===== src/ssi_pkg.sv =====
`timescale 1ns / 1ps
// ----------------------------------------------------------------------------
// Sorted set intersection package
// Transaction types, queue entry layout, sequencer states and fixed limits.
// ----------------------------------------------------------------------------
package ssi_pkg;

  localparam int MAX_RESULTS = 32;
  localparam int RCW = $clog2(MAX_RESULTS + 1);
  localparam int QUEUE_DEPTH = 4;

  typedef struct packed {
    logic              set_select;
    logic signed [31:0] value;
    logic              end_of_set;
  } in_item_t;

  typedef struct packed {
    logic signed [31:0] common_value;
    logic              last_result;
    logic              empty_result;
    logic              overflow_seen;
  } out_item_t;

  typedef struct packed {
    logic              set_select;
    logic signed [31:0] value;
    logic              keep;
    logic              close;
    logic              overflow;
  } q_entry_t;

  typedef enum logic [2:0] {
    ST_LOAD,
    ST_BUILD_A,
    ST_BUILD_B,
    ST_SCAN,
    ST_PUSH
  } back_state_t;

endpackage


===== src/ssi_if.sv =====
`timescale 1ns / 1ps
// ----------------------------------------------------------------------------
// Sorted set intersection channels
// Valid/ready channels for input transactions and for result transactions.
// ----------------------------------------------------------------------------
interface ssi_item_if import ssi_pkg::*; ();
  logic     valid;
  logic     ready;
  in_item_t payload;

  modport source (output valid, output payload, input ready);
  modport sink (input valid, input payload, output ready);
endinterface

interface ssi_result_if import ssi_pkg::*; ();
  logic      valid;
  logic      ready;
  out_item_t payload;

  modport source (output valid, output payload, input ready);
  modport sink (input valid, input payload, output ready);
endinterface


===== src/ssi_front.sv =====
`timescale 1ns / 1ps
// ----------------------------------------------------------------------------
// Sorted set intersection front end
// Accepts input transactions, tracks set fill and overflow, and tags each
// entry for the back end as kept or dropped and as closing the run.
// ----------------------------------------------------------------------------
module ssi_front import ssi_pkg::*; #(
  parameter int SET_SIZE = 32
) (
  input  logic      clk,
  input  logic      rst,
  ssi_item_if.sink  items,
  output q_entry_t  push_data,
  output logic      push_valid,
  input  logic      push_ready
);

  localparam int CW = $clog2(SET_SIZE + 1);

  logic [CW-1:0] acnt;
  logic [CW-1:0] bcnt;
  logic          ovf;
  logic          fire;
  logic          full;
  logic          close;

  assign items.ready = push_ready;
  assign push_valid  = items.valid;
  assign fire        = items.valid && push_ready;
  assign full        = items.payload.set_select ? (bcnt == CW'(SET_SIZE))
                                                : (acnt == CW'(SET_SIZE));
  assign close       = items.payload.set_select && items.payload.end_of_set;

  always_comb begin
    push_data.set_select = items.payload.set_select;
    push_data.value      = items.payload.value;
    push_data.keep       = !full;
    push_data.close      = close;
    push_data.overflow   = ovf || full;
  end

  always_ff @(posedge clk) begin
    if (rst) begin
      acnt <= '0;
      bcnt <= '0;
      ovf  <= 1'b0;
    end else if (fire) begin
      if (close) begin
        acnt <= '0;
        bcnt <= '0;
        ovf  <= 1'b0;
      end else if (full) begin
        ovf <= 1'b1;
      end else if (items.payload.set_select) begin
        bcnt <= bcnt + 1'b1;
      end else begin
        acnt <= acnt + 1'b1;
      end
    end
  end

endmodule


===== src/ssi_fifo.sv =====
`timescale 1ns / 1ps
// ----------------------------------------------------------------------------
// Sorted set intersection queue
// Short first-in first-out queue between the front end and the back end.
// ----------------------------------------------------------------------------
module ssi_fifo import ssi_pkg::*; (
  input  logic     clk,
  input  logic     rst,
  input  q_entry_t wr_data,
  input  logic     wr_valid,
  output logic     wr_ready,
  output q_entry_t rd_data,
  output logic     rd_valid,
  input  logic     rd_pop
);

  localparam int PW = $clog2(QUEUE_DEPTH);
  localparam int NW = $clog2(QUEUE_DEPTH + 1);

  q_entry_t      entries [QUEUE_DEPTH];
  logic [PW-1:0] wptr;
  logic [PW-1:0] rptr;
  logic [NW-1:0] fill;
  logic          do_wr;
  logic          do_rd;

  assign wr_ready = (fill != NW'(QUEUE_DEPTH));
  assign rd_valid = (fill != '0);
  assign rd_data  = entries[rptr];
  assign do_wr    = wr_valid && wr_ready;
  assign do_rd    = rd_pop && rd_valid;

  always_ff @(posedge clk) begin
    if (do_wr) begin
      entries[wptr] <= wr_data;
    end
  end

  always_ff @(posedge clk) begin
    if (rst) begin
      wptr <= '0;
      rptr <= '0;
      fill <= '0;
    end else begin
      if (do_wr) begin
        wptr <= (wptr == PW'(QUEUE_DEPTH - 1)) ? '0 : wptr + 1'b1;
      end
      if (do_rd) begin
        rptr <= (rptr == PW'(QUEUE_DEPTH - 1)) ? '0 : rptr + 1'b1;
      end
      if (do_wr && !do_rd) begin
        fill <= fill + 1'b1;
      end else if (do_rd && !do_wr) begin
        fill <= fill - 1'b1;
      end
    end
  end

endmodule


===== src/ssi_back.sv =====
`timescale 1ns / 1ps
// ----------------------------------------------------------------------------
// Sorted set intersection back end
// Stores both sets, collects first-set values found in the second set, then
// emits the distinct common values in ascending order by repeated scans.
// ----------------------------------------------------------------------------
module ssi_back import ssi_pkg::*; #(
  parameter int SET_SIZE = 32
) (
  input  logic        clk,
  input  logic        rst,
  input  q_entry_t    q_data,
  input  logic        q_valid,
  output logic        q_pop,
  ssi_result_if.source results
);

  localparam int CW = $clog2(SET_SIZE + 1);
  localparam int AW = (SET_SIZE > 1) ? $clog2(SET_SIZE) : 1;

  back_state_t state;
  back_state_t state_next;

  logic signed [31:0] mem_a [SET_SIZE];
  logic signed [31:0] mem_b [SET_SIZE];
  logic signed [31:0] mem_c [SET_SIZE];
  logic signed [31:0] rd_a;
  logic signed [31:0] rd_b;
  logic signed [31:0] rd_c;

  logic [CW-1:0]      acnt;
  logic [CW-1:0]      bcnt;
  logic [CW-1:0]      ccnt;
  logic [CW-1:0]      i;
  logic [CW-1:0]      j;
  logic [CW-1:0]      k;
  logic               pv;
  logic               found;
  logic signed [31:0] best;
  logic               have_held;
  logic signed [31:0] held;
  logic [RCW-1:0]     ecnt;
  logic               ovf_run;
  out_item_t          pend;
  logic               pend_final;
  logic               out_valid;
  out_item_t          out_item;

  logic hit_b;
  logic build_b_done;
  logic scan_done;
  logic cand_ok;
  logic slot_free;
  logic a_read;
  logic b_read;
  logic c_read;
  logic c_write;
  logic build_end;
  logic first_found;
  logic scan_start;
  logic scan_emit;
  logic out_load;
  logic run_end;

  assign hit_b        = pv && (rd_b == rd_a);
  assign build_b_done = hit_b || ((j == bcnt) && !pv);
  assign scan_done    = (k == ccnt) && !pv;
  assign cand_ok      = pv && (!have_held || (rd_c > held)) && (!found || (rd_c < best));
  assign slot_free    = !out_valid || results.ready;

  always_comb begin
    state_next = state;
    case (state)
      ST_LOAD: begin
        if (q_valid && q_data.close) state_next = ST_BUILD_A;
      end
      ST_BUILD_A: begin
        state_next = (i == acnt) ? ST_SCAN : ST_BUILD_B;
      end
      ST_BUILD_B: begin
        if (build_b_done) state_next = ST_BUILD_A;
      end
      ST_SCAN: begin
        if (scan_done) state_next = (!have_held && found) ? ST_SCAN : ST_PUSH;
      end
      ST_PUSH: begin
        if (slot_free) state_next = pend_final ? ST_LOAD : ST_SCAN;
      end
      default: state_next = ST_LOAD;
    endcase
  end

  always_comb begin
    q_pop       = 1'b0;
    a_read      = 1'b0;
    b_read      = 1'b0;
    c_read      = 1'b0;
    c_write     = 1'b0;
    build_end   = 1'b0;
    first_found = 1'b0;
    scan_emit   = 1'b0;
    out_load    = 1'b0;
    case (state)
      ST_LOAD: begin
        q_pop = q_valid;
      end
      ST_BUILD_A: begin
        a_read    = (i != acnt);
        build_end = (i == acnt);
      end
      ST_BUILD_B: begin
        b_read  = (j != bcnt) && !hit_b;
        c_write = hit_b;
      end
      ST_SCAN: begin
        c_read      = (k != ccnt);
        first_found = scan_done && !have_held && found;
        scan_emit   = scan_done && !(!have_held && found);
      end
      ST_PUSH: begin
        out_load = slot_free;
      end
      default: begin
        q_pop = 1'b0;
      end
    endcase
  end

  assign scan_start = build_end || first_found || (out_load && !pend_final);
  assign run_end    = out_load && pend_final;

  always_ff @(posedge clk) begin
    if (q_pop && q_data.keep) begin
      if (q_data.set_select) begin
        mem_b[bcnt[AW-1:0]] <= q_data.value;
      end else begin
        mem_a[acnt[AW-1:0]] <= q_data.value;
      end
    end
    if (c_write) begin
      mem_c[ccnt[AW-1:0]] <= rd_a;
    end
    if (a_read) begin
      rd_a <= mem_a[i[AW-1:0]];
    end
    if (b_read) begin
      rd_b <= mem_b[j[AW-1:0]];
    end
    if (c_read) begin
      rd_c <= mem_c[k[AW-1:0]];
    end
  end

  always_ff @(posedge clk) begin
    if (rst) begin
      state     <= ST_LOAD;
      acnt      <= '0;
      bcnt      <= '0;
      ccnt      <= '0;
      pv        <= 1'b0;
      out_valid <= 1'b0;
    end else begin
      state <= state_next;
      pv    <= b_read || c_read;
      if (run_end) begin
        acnt <= '0;
        bcnt <= '0;
        ccnt <= '0;
      end else begin
        if (q_pop && q_data.keep) begin
          if (q_data.set_select) begin
            bcnt <= bcnt + 1'b1;
          end else begin
            acnt <= acnt + 1'b1;
          end
        end
        if (c_write) begin
          ccnt <= ccnt + 1'b1;
        end
      end
      if (out_load) begin
        out_valid <= 1'b1;
      end else if (results.ready) begin
        out_valid <= 1'b0;
      end
    end
  end

  always_ff @(posedge clk) begin
    if (q_pop && q_data.close) begin
      i       <= '0;
      ovf_run <= q_data.overflow;
    end else if (state == ST_BUILD_B && build_b_done) begin
      i <= i + 1'b1;
    end
    if (a_read) begin
      j <= '0;
    end else if (b_read) begin
      j <= j + 1'b1;
    end
    if (scan_start) begin
      k     <= '0;
      found <= 1'b0;
    end else begin
      if (c_read) begin
        k <= k + 1'b1;
      end
      if (cand_ok) begin
        found <= 1'b1;
        best  <= rd_c;
      end
    end
    if (build_end) begin
      have_held <= 1'b0;
      ecnt      <= '0;
    end else if (first_found) begin
      have_held <= 1'b1;
      held      <= best;
    end else if (scan_emit && have_held) begin
      held <= best;
      ecnt <= ecnt + 1'b1;
    end
    if (scan_emit) begin
      if (!have_held) begin
        pend.common_value  <= '0;
        pend.last_result   <= 1'b1;
        pend.empty_result  <= 1'b1;
        pend.overflow_seen <= ovf_run;
        pend_final         <= 1'b1;
      end else begin
        pend.common_value  <= held;
        pend.last_result   <= !found || (ecnt == RCW'(MAX_RESULTS - 1));
        pend.empty_result  <= 1'b0;
        pend.overflow_seen <= ovf_run;
        pend_final         <= !found || (ecnt == RCW'(MAX_RESULTS - 1));
      end
    end
    if (out_load) begin
      out_item <= pend;
    end
  end

  assign results.valid   = out_valid;
  assign results.payload = out_item;

endmodule


===== src/sorted_set_intersection.sv =====
`timescale 1ns / 1ps
// ----------------------------------------------------------------------------
// Sorted set intersection
// Loads two sets of signed words and emits their distinct common values in
// ascending order, at most MAX_RESULTS of them, or a single empty result.
// ----------------------------------------------------------------------------
//  Channel   Direction  Transaction
//  items     in         set_select, value, end_of_set
//  results   out        common_value, last_result, empty_result, overflow_seen
//
// One transaction per cycle is accepted while the four-entry queue has room.
// A closing transaction starts a membership pass of the stored first set against
// the second set, then repeated ordered scans of the common values.
// Reset clears counters and handshake state; the memories need no clearing.
// A stalled result holds the back end, and input stalls once the queue fills.
module sorted_set_intersection import ssi_pkg::*; #(
  parameter int SET_SIZE = 32
) (
  input  logic          clk,
  input  logic          rst,
  ssi_item_if.sink      items,
  ssi_result_if.source  results
);

  q_entry_t push_data;
  logic     push_valid;
  logic     push_ready;
  q_entry_t q_data;
  logic     q_valid;
  logic     q_pop;

  ssi_front #(.SET_SIZE(SET_SIZE)) u_front (
    .clk        (clk),
    .rst        (rst),
    .items      (items),
    .push_data  (push_data),
    .push_valid (push_valid),
    .push_ready (push_ready)
  );

  ssi_fifo u_fifo (
    .clk      (clk),
    .rst      (rst),
    .wr_data  (push_data),
    .wr_valid (push_valid),
    .wr_ready (push_ready),
    .rd_data  (q_data),
    .rd_valid (q_valid),
    .rd_pop   (q_pop)
  );

  ssi_back #(.SET_SIZE(SET_SIZE)) u_back (
    .clk     (clk),
    .rst     (rst),
    .q_data  (q_data),
    .q_valid (q_valid),
    .q_pop   (q_pop),
    .results (results)
  );

endmodule


===== src/flat_wrapper.sv =====
// flat-port wrapper written by rule: the top's interface ports become plain ports
module sorted_set_intersection_flat import ssi_pkg::*;
#(
  parameter int SET_SIZE = 32
)
  (clk, rst, items_valid, items_payload, items_ready, results_valid, results_payload, results_ready);
  ssi_item_if items_i ();
  ssi_result_if results_i ();
  input  logic clk;
  input  logic rst;
  input wire logic [$bits(items_i.valid)-1:0] items_valid;
  input wire logic [$bits(items_i.payload)-1:0] items_payload;
  output wire logic [$bits(items_i.ready)-1:0] items_ready;
  output wire logic [$bits(results_i.valid)-1:0] results_valid;
  output wire logic [$bits(results_i.payload)-1:0] results_payload;
  input wire logic [$bits(results_i.ready)-1:0] results_ready;
  assign items_i.valid = items_valid;
  assign items_i.payload = items_payload;
  assign items_ready = items_i.ready;
  assign results_valid = results_i.valid;
  assign results_payload = results_i.payload;
  assign results_i.ready = results_ready;
  sorted_set_intersection #(.SET_SIZE(SET_SIZE)) u_core (.clk(clk), .rst(rst), .items(items_i), .results(results_i));
endmodule

===== config.mk =====
export PLATFORM = sky130hd
export DESIGN_NAME = sorted_set_intersection_flat
export DESIGN_NICKNAME = d
export VERILOG_FILES = /design/src/ssi_pkg.sv /design/src/ssi_if.sv /design/src/ssi_front.sv /design/src/ssi_fifo.sv /design/src/ssi_back.sv /design/src/sorted_set_intersection.sv /design/src/flat_wrapper.sv
export SDC_FILE = /design/constraint.sdc
export NUM_CORES = 2
export LEC_CHECK = 0
export BUFFER_PORTS_ARGS = -buffer_cell sky130_fd_sc_hd__buf_2
export CAP_MARGIN = 25
export CORE_MARGIN = 5
export CORE_UTILIZATION = 35
export DETAILED_ROUTE_END_ITERATION = 6
export GPL_TIMING_DRIVEN = 0
export PLACE_DENSITY = 0.54
export SETUP_SLACK_MARGIN = 0.02
export SLEW_MARGIN = 10
export SYNTH_ARGS = -nofsm -noshare
export SYNTH_HDL_FRONTEND = slang
export SYNTH_SLANG_ARGS = --single-unit

===== constraint.sdc =====
create_clock -name clk -period 9.8 [get_ports clk]
set_clock_uncertainty 0.1 [all_clocks]
set_input_delay 1.96 -clock clk [delete_from_list [all_inputs] [get_ports clk]]
set_output_delay 1.96 -clock clk [all_outputs]
set_load 0.005 [all_outputs]

== After elaboration in Yosys (flattened, before gate mapping) ==
Memory sizes are Yosys's and may differ from the RTL's. A register that Yosys moved wholly into a read port is not among the register bits.
Index checks and enable logic that the tools add are counted.
Widths: inputs -> output; s select.

* Bits in registers: 204
* Memory bits (writable): 3,216
* Bits of input ports: 38
* Output and inout bits: 37
* Memories kept: 4

* Add/sub/neg operators: 13
* Magnitude comparators: 2
* Eq/ne operators: 23
* Multiplexer cells: 47
* Bitwise gates (word level): 4
* Reductions and logical operators: 58

{| class="wikitable"
|+ Memory list
! memory !! words !! bits a word !! rd ports !! clocked after Yosys merged registers in !! write ports !! line !! source
|-
| u_core.u_back.mem_a || 32 || 32 || 1 || 1 || 1 || ssi_back.sv:24 || <nowiki>logic signed [31:0] mem_a [SET_SIZE];</nowiki>
|-
| u_core.u_back.mem_b || 32 || 32 || 1 || 1 || 1 || ssi_back.sv:25 || <nowiki>logic signed [31:0] mem_b [SET_SIZE];</nowiki>
|-
| u_core.u_back.mem_c || 32 || 32 || 1 || 1 || 1 || ssi_back.sv:26 || <nowiki>logic signed [31:0] mem_c [SET_SIZE];</nowiki>
|-
| u_core.u_fifo.entries || 4 || 36 || 1 || 1 || 1 || ssi_fifo.sv:20 || <nowiki>q_entry_t entries [QUEUE_DEPTH];</nowiki>
|}

{| class="wikitable"
|+ Operator list
! cell !! count
|-
| $mux 32 || 2
|-
| $add 6x1->6 const B || 9
|-
| $mux 6 || 6
|-
| $eq 32x32->1 || 1
|-
| $gt 32x32->1 || 1
|-
| $lt 32x32->1 || 1
|-
| $mux 1 || 25
|-
| $logic_and 1x1->1 || 22
|-
| $mux 3 || 7
|-
| $eq 6x6->1 || 3
|-
| $ne 6x6->1 || 3
|-
| $pmux 3 s5 || 1
|-
| $eq 6x6->1 const B || 2
|-
| $mux 2 || 6
|-
| $reduce_and 2->1 || 6
|-
| $logic_not 1->1 || 10
|-
| $reduce_bool 2->1 || 5
|-
| $logic_or 1x1->1 || 9
|-
| $ne 2x2->1 const B || 4
|-
| $eq 3x2->1 const B || 2
|-
| $eq 6x5->1 const B || 1
|-
| $reduce_and 3->1 || 2
|-
| $add 2x1->2 const B || 2
|-
| $eq 2x2->1 const B || 2
|-
| 11 further kinds || 15
|}

== Longest topological paths before layout ==
* Word-level depth: 9
* Mapped depth: 10
* Mapped depth without buffers: 10

== Cells and area by module ==
Synthesis repeated with hierarchy kept, for this count alone.

* Cell total of the unflattened synthesis: 5,747
* Area total of the unflattened synthesis: 135,004.5 um^2

{| class="wikitable"
|+ Modules (own cells, without submodules)
! module !! times used !! cells each !! area an instance (um^2)
|-
| ssi_back || 1 || 5,384 || 128,331.8
|-
| ssi_fifo || 1 || 236 || 5,662.9
|-
| ssi_front || 1 || 127 || 1,009.7
|}

== Worst setup path after synthesis ==
No wires, ideal clock.

* Kind: reg2reg
* From: register u_core.u_back.k[0]
* To: register u_core.u_back.held[0] (enable)
* Data arrival time: 6.361 ns
* Data required time: 9.310 ns
* Setup slack: 2.949 ns
* Stages on the path, launching flop included: 8
* Clock period less this slack: 6.851 ns
* Path through: dfxtp_1 -> clkbuf_1 -> buf_2 -> xnor2_1 -> nand4_1 -> nor4_1 -> nand2_1 -> nand2_1

* Longest elaborated chain between the ends: 7
* Elaborated cells on any way between the ends: 10

{| class="wikitable"
|+ RTL lines
! element !! line !! source
|-
| from (decl) || ssi_back.sv:36 || <nowiki>logic [CW-1:0] k;</nowiki>
|-
| from (signal assigned) || ssi_back.sv:206 || <nowiki>k <= k + 1'b1;</nowiki>
|-
| $eq 6x6->1 || ssi_back.sv:67 || <nowiki>assign scan_done = (k == ccnt) && !pv;</nowiki>
|-
| $logic_and 1x1->1 || ssi_back.sv:67 ||
|-
| $logic_and 1x1->1 || ssi_back.sv:118 || <nowiki>scan_emit = scan_done && !(!have_held && found);</nowiki>
|-
| $mux 1 || ssi_back.sv:103 || <nowiki>case (state)</nowiki>
|-
| net u_core.u_back.scan_emit || ssi_back.sv:61 || <nowiki>logic scan_emit;</nowiki>
|-
| $logic_and 1x1->1 || ssi_back.sv:219 || <nowiki>end else if (scan_emit && have_held) begin</nowiki>
|-
| $reduce_bool 2->1 (no line) || -- ||
|-
| $reduce_and 2->1 (no line) || -- ||
|-
| to (signal assigned) || ssi_back.sv:218 || <nowiki>held <= best;</nowiki>
|-
| to (signal assigned) || ssi_back.sv:220 || <nowiki>held <= best;</nowiki>
|-
| to (decl) || ssi_back.sv:41 || <nowiki>logic signed [31:0] held;</nowiki>
|}

The timed path passes the listed nets, and every way through them passes these cells.
A chain may end at the register's enable or synchronous reset.

== Worst setup path after layout ==
* From: register u_core.u_back.i[0]
* To: register u_core.u_back.best[27] (enable)

* Longest elaborated chain between the ends: 6

{| class="wikitable"
|+ RTL lines
! element !! line !! source
|-
| from (decl) || ssi_back.sv:34 || <nowiki>logic [CW-1:0] i;</nowiki>
|-
| from (signal assigned) || ssi_back.sv:194 || <nowiki>i <= i + 1'b1;</nowiki>
|-
| $eq 6x6->1 || ssi_back.sv:109 || <nowiki>build_end = (i == acnt);</nowiki>
|-
| $mux 1 || ssi_back.sv:103 ||
|-
| $logic_or 1x1->1 (2 in a row) || ssi_back.sv:129 || <nowiki>assign scan_start = build_end || first_found || (out_load && !pend_final);</nowiki>
|-
| $not 1->1 (no line) || -- ||
|-
| $reduce_and 2->1 (no line) || -- ||
|-
| to (signal assigned) || ssi_back.sv:210 || <nowiki>best <= rd_c;</nowiki>
|-
| to (decl) || ssi_back.sv:39 || <nowiki>logic signed [31:0] best;</nowiki>
|}

Every way passes these cells.

==> run_results.csv <==
group,metric,value,unit
global_route,grt_use_total,17.38,%
clock_tree,ctsHtreeMaxLevel,5,
synth,synthDistinctLibCells,59,
global_route,grt_pass1_vias,64153,
cells_and_area,layout-drive-gt1-share,31.01,%
worst_setup_path,cp.required,10290,ps
clock_tree,clk_path_buf_depth,4,
synth,synth_top_flop_cell,"edfxtp_1",
clock_tree,post_cts_buffers,0,
sta,fin_crit,5009,ps
worst_setup_path,critical_path.top_delay_family,"buffers and inverters",
sta,rsz0062_at_grt,"no",
worst_setup_path,path_max_fanout,19,
worst_setup_path,critPathArrivalTime,5500,ps
sta,hold_viol_final,0,
worst_setup_path,r2r_slack,4790,ps
clock_tree,cts_root_buf,"clkbuf_16",
die,core_area,382600,sq um
worst_setup_path,critPathSlowestCell,"clkbuf_1",
place,place_hpwl,240600,microns
route,num_vias,62186,
min_path,hold_path_class,"reg -> reg",
clock_tree,cts_tree,"yes",
run_status,status,"complete, no violations",
route,drt_iter0_markers,6747,
synth,ys_ff_latch,3518,
global_route,grt_pass1_wl,494100,microns
route,viasPerCell,5.296,
power,vdd_drop_max,183.0,uV
worst_setup_path,worst_setup_path_end_kind,"flip-flop",
sta,relSlewSlack,24.67,%
die,start_util,35.13,%
clock_tree,cts.clk_slew.worst_paths,60,ps
worst_setup_path,cp_cell_sequence,"clkbuf_1 > clkbuf_1 > buf_6 > buf_2 > xnor2_1 > nand2_1 > nor4b_2 > buf_4 > nor4bb_1 > o211ai_1 > a21oi_4 > buf_16",
sta,slew_viol_final,0,
cells_and_area,register_area,104900,sq um
cells_and_area,area_growth,18.20,%
power,powerDensity,256.5,nW/um^2
clock_tree,clkLatencyLatePin,950,ps
sta,post-route-period-util,51.12,%
worst_setup_path,slowest_delay,680,ps
route,drtPass1Iterations,6,
synth,avgSynthCellArea,23.66,sq um
global_route,antenna_found_initial,23,
sta,whs,316.6,ps
flow_run,maxCapViolations,0,
die,dieHeight,629.7,microns
sta,max_freq,0.1996,GHz
place,numPortBuffers,74,
clock_tree,ctsHoldBuffers,0,
die,row_count,227,
synth,synth_area,134400,sq um
sta,max_slew.worst_pin.slew,1130,ps
power,finalPower,40.75,mW
route,drc,0,
die,die_w,629.7,microns
sta,fin_setup_tns,0,ps
route,final_antenna_net_count,0,
route,avgRoutedWirePerCell,29.98,microns
worst_setup_path,crit_path_start_kind,"flip-flop",
clock_tree,numCtsBuffers,363,
cells_and_area,nFillCells,32841,
synth,syn-num-nets,5807,
cells_and_area,nNetsFinal,6520,
synth,synth_edf_count,3447,
worst_setup_path,cp.buffers_inverters,6,
cells_and_area,final_core_util,41.52,%
clock_tree,cts-resized-gates,0,
worst_setup_path,crit_top_cell,"clkbuf_1",
synth,synth_seq_area_share,78.07,%
die,num_io_pins,75,
place,placed_cells,11038,
power,leakagePower,48.14,nW
route,routed_wl,351900,microns
sta,setup_viol,0,
worst_setup_path,critical_path_class,"reg -> reg",
global_route,gr-total-overflow,0,
global_route,grt_start_max_net_pins,65,
place,gp_congestion,0.7863,
clock_tree,cts_sinks,3518,
synth,synth_warnings,0,
die,die_area,396500,sq um
cells_and_area,fin_cells,11741,
cells_and_area,multi_input_area,28920,sq um
synth,synthCells,5681,
synth,synthArstFlopShare,0,%
## cell families after synthesis
logic type               share of synthesized area, %
flip-flops                                      78.07
multiplexers                                    17.55
AND/OR/NAND/NOR                                 1.503
buffers and inverters                           1.014
AO/OA/AOI/OAI                                  0.5372
adder cells (fa/ha/maj)                        0.8248
XOR/XNOR                                       0.4953
## power by group
group,leakage (nW),total [mW],switching (mW),internal (mW)
Clock,5.68,13.6,5.77,7.84
Combinational,10.9,8.57,5.29,3.27
Sequential,31.6,18.6,0.199,18.4
Total,48.1,40.7,11.3,29.5
## cells in the mapped netlist (13+ instances only)
cell / number / area, sq um
a21oi_1: 48 / 240.2
clkbuf_1: 186 / 698.2
edfxtp_1: 3447 / 103500
inv_1: 93 / 349.1
nor2_1: 191 / 716.9
nor3_1: 13 / 65.06
mux2_2: 96 / 1081
nand3_1: 21 / 105.1
mux4_2: 996 / 22430
xor2_1: 35 / 306.5
nand2_1: 77 / 289.0
xnor2_1: 41 / 359.1
nor4_1: 16 / 100.1
ha_1: 87 / 1089
or3_1: 14 / 87.58
o21ai_0: 24 / 120.1
buf_1: 63 / 236.5
nand4_1: 27 / 168.9
dfxtp_1: 71 / 1421
buf_2: 14 / 70.07
## stage by stage
stage | instance area, sq um | worst slack [ps]
after floorplan | 134400 | 2949
after global placement | 141100 | -52.33
after detailed placement | 146700 | 4773
after CTS | 158400 | 4767
after global routing | 158800 | 4692
final | 158900 | 4791
## routing by layer
metal  global-route usage [%]  wire length, microns  up-vias
met5                        0                     7        -
met4                    5.693                 12280        2
met3                    2.553                 20660      481
met2                    29.81                178500     2133
met1                    22.81                140500    33896
li1                         -                     -    25674
## layout make-up
cell class                 instances  share of cell area, %
multi-input combinational       1805                  18.21
tap                             5038                  3.968
sequential                      3518                  66.05
antenna                            8                0.01260
inverter                          94                 0.2221
buffer                           264                 0.6419
clock inverter                   205                  1.320
clock buffer                     461                  6.043
timing repair buffer             348                  3.535
## cell usage in the layout (no fill, tap or decap), types with 76 or more instances in the layout
cell type and n:
buf_12 104, buf_2 94, clkbuf_1 273, clkbuf_16 371
clkinv_1 85, edfxtp_1 3447, ha_1 87, inv_1 92
mux2_2 96, mux4_2 974, nand2_1 76, nor2_1 94
nor2_4 97
## registers in the layout (all words and copies together) (netlist names), 32 cells and up, named ones only
signal and count:
u_core.u_back.held 32, u_core.u_back.rd_c 32, u_core.u_back.best 32, u_core.u_back.mem_c 1024, u_core.u_fifo.entries 144, u_core.u_back.results.payload 35, u_core.u_back.rd_a 32, u_core.u_back.mem_a 1024
u_core.u_back.rd_b 32, u_core.u_back.pend 34, u_core.u_back.mem_b 1024
## final timing paths
path | from | end | cells after the start
worst max-delay path | u_core.u_back.i[0] | u_core.u_back.best[27] | 12
worst min register to register | u_core.u_back.pend[25] | u_core.u_back.results.payload[25] | 0
worst min-delay path | u_core.u_back.pend[25] | u_core.u_back.results.payload[25] | 0
worst max register to register | u_core.u_back.i[0] | u_core.u_back.best[27] | 12
Power figures use the tool's default switching activity.
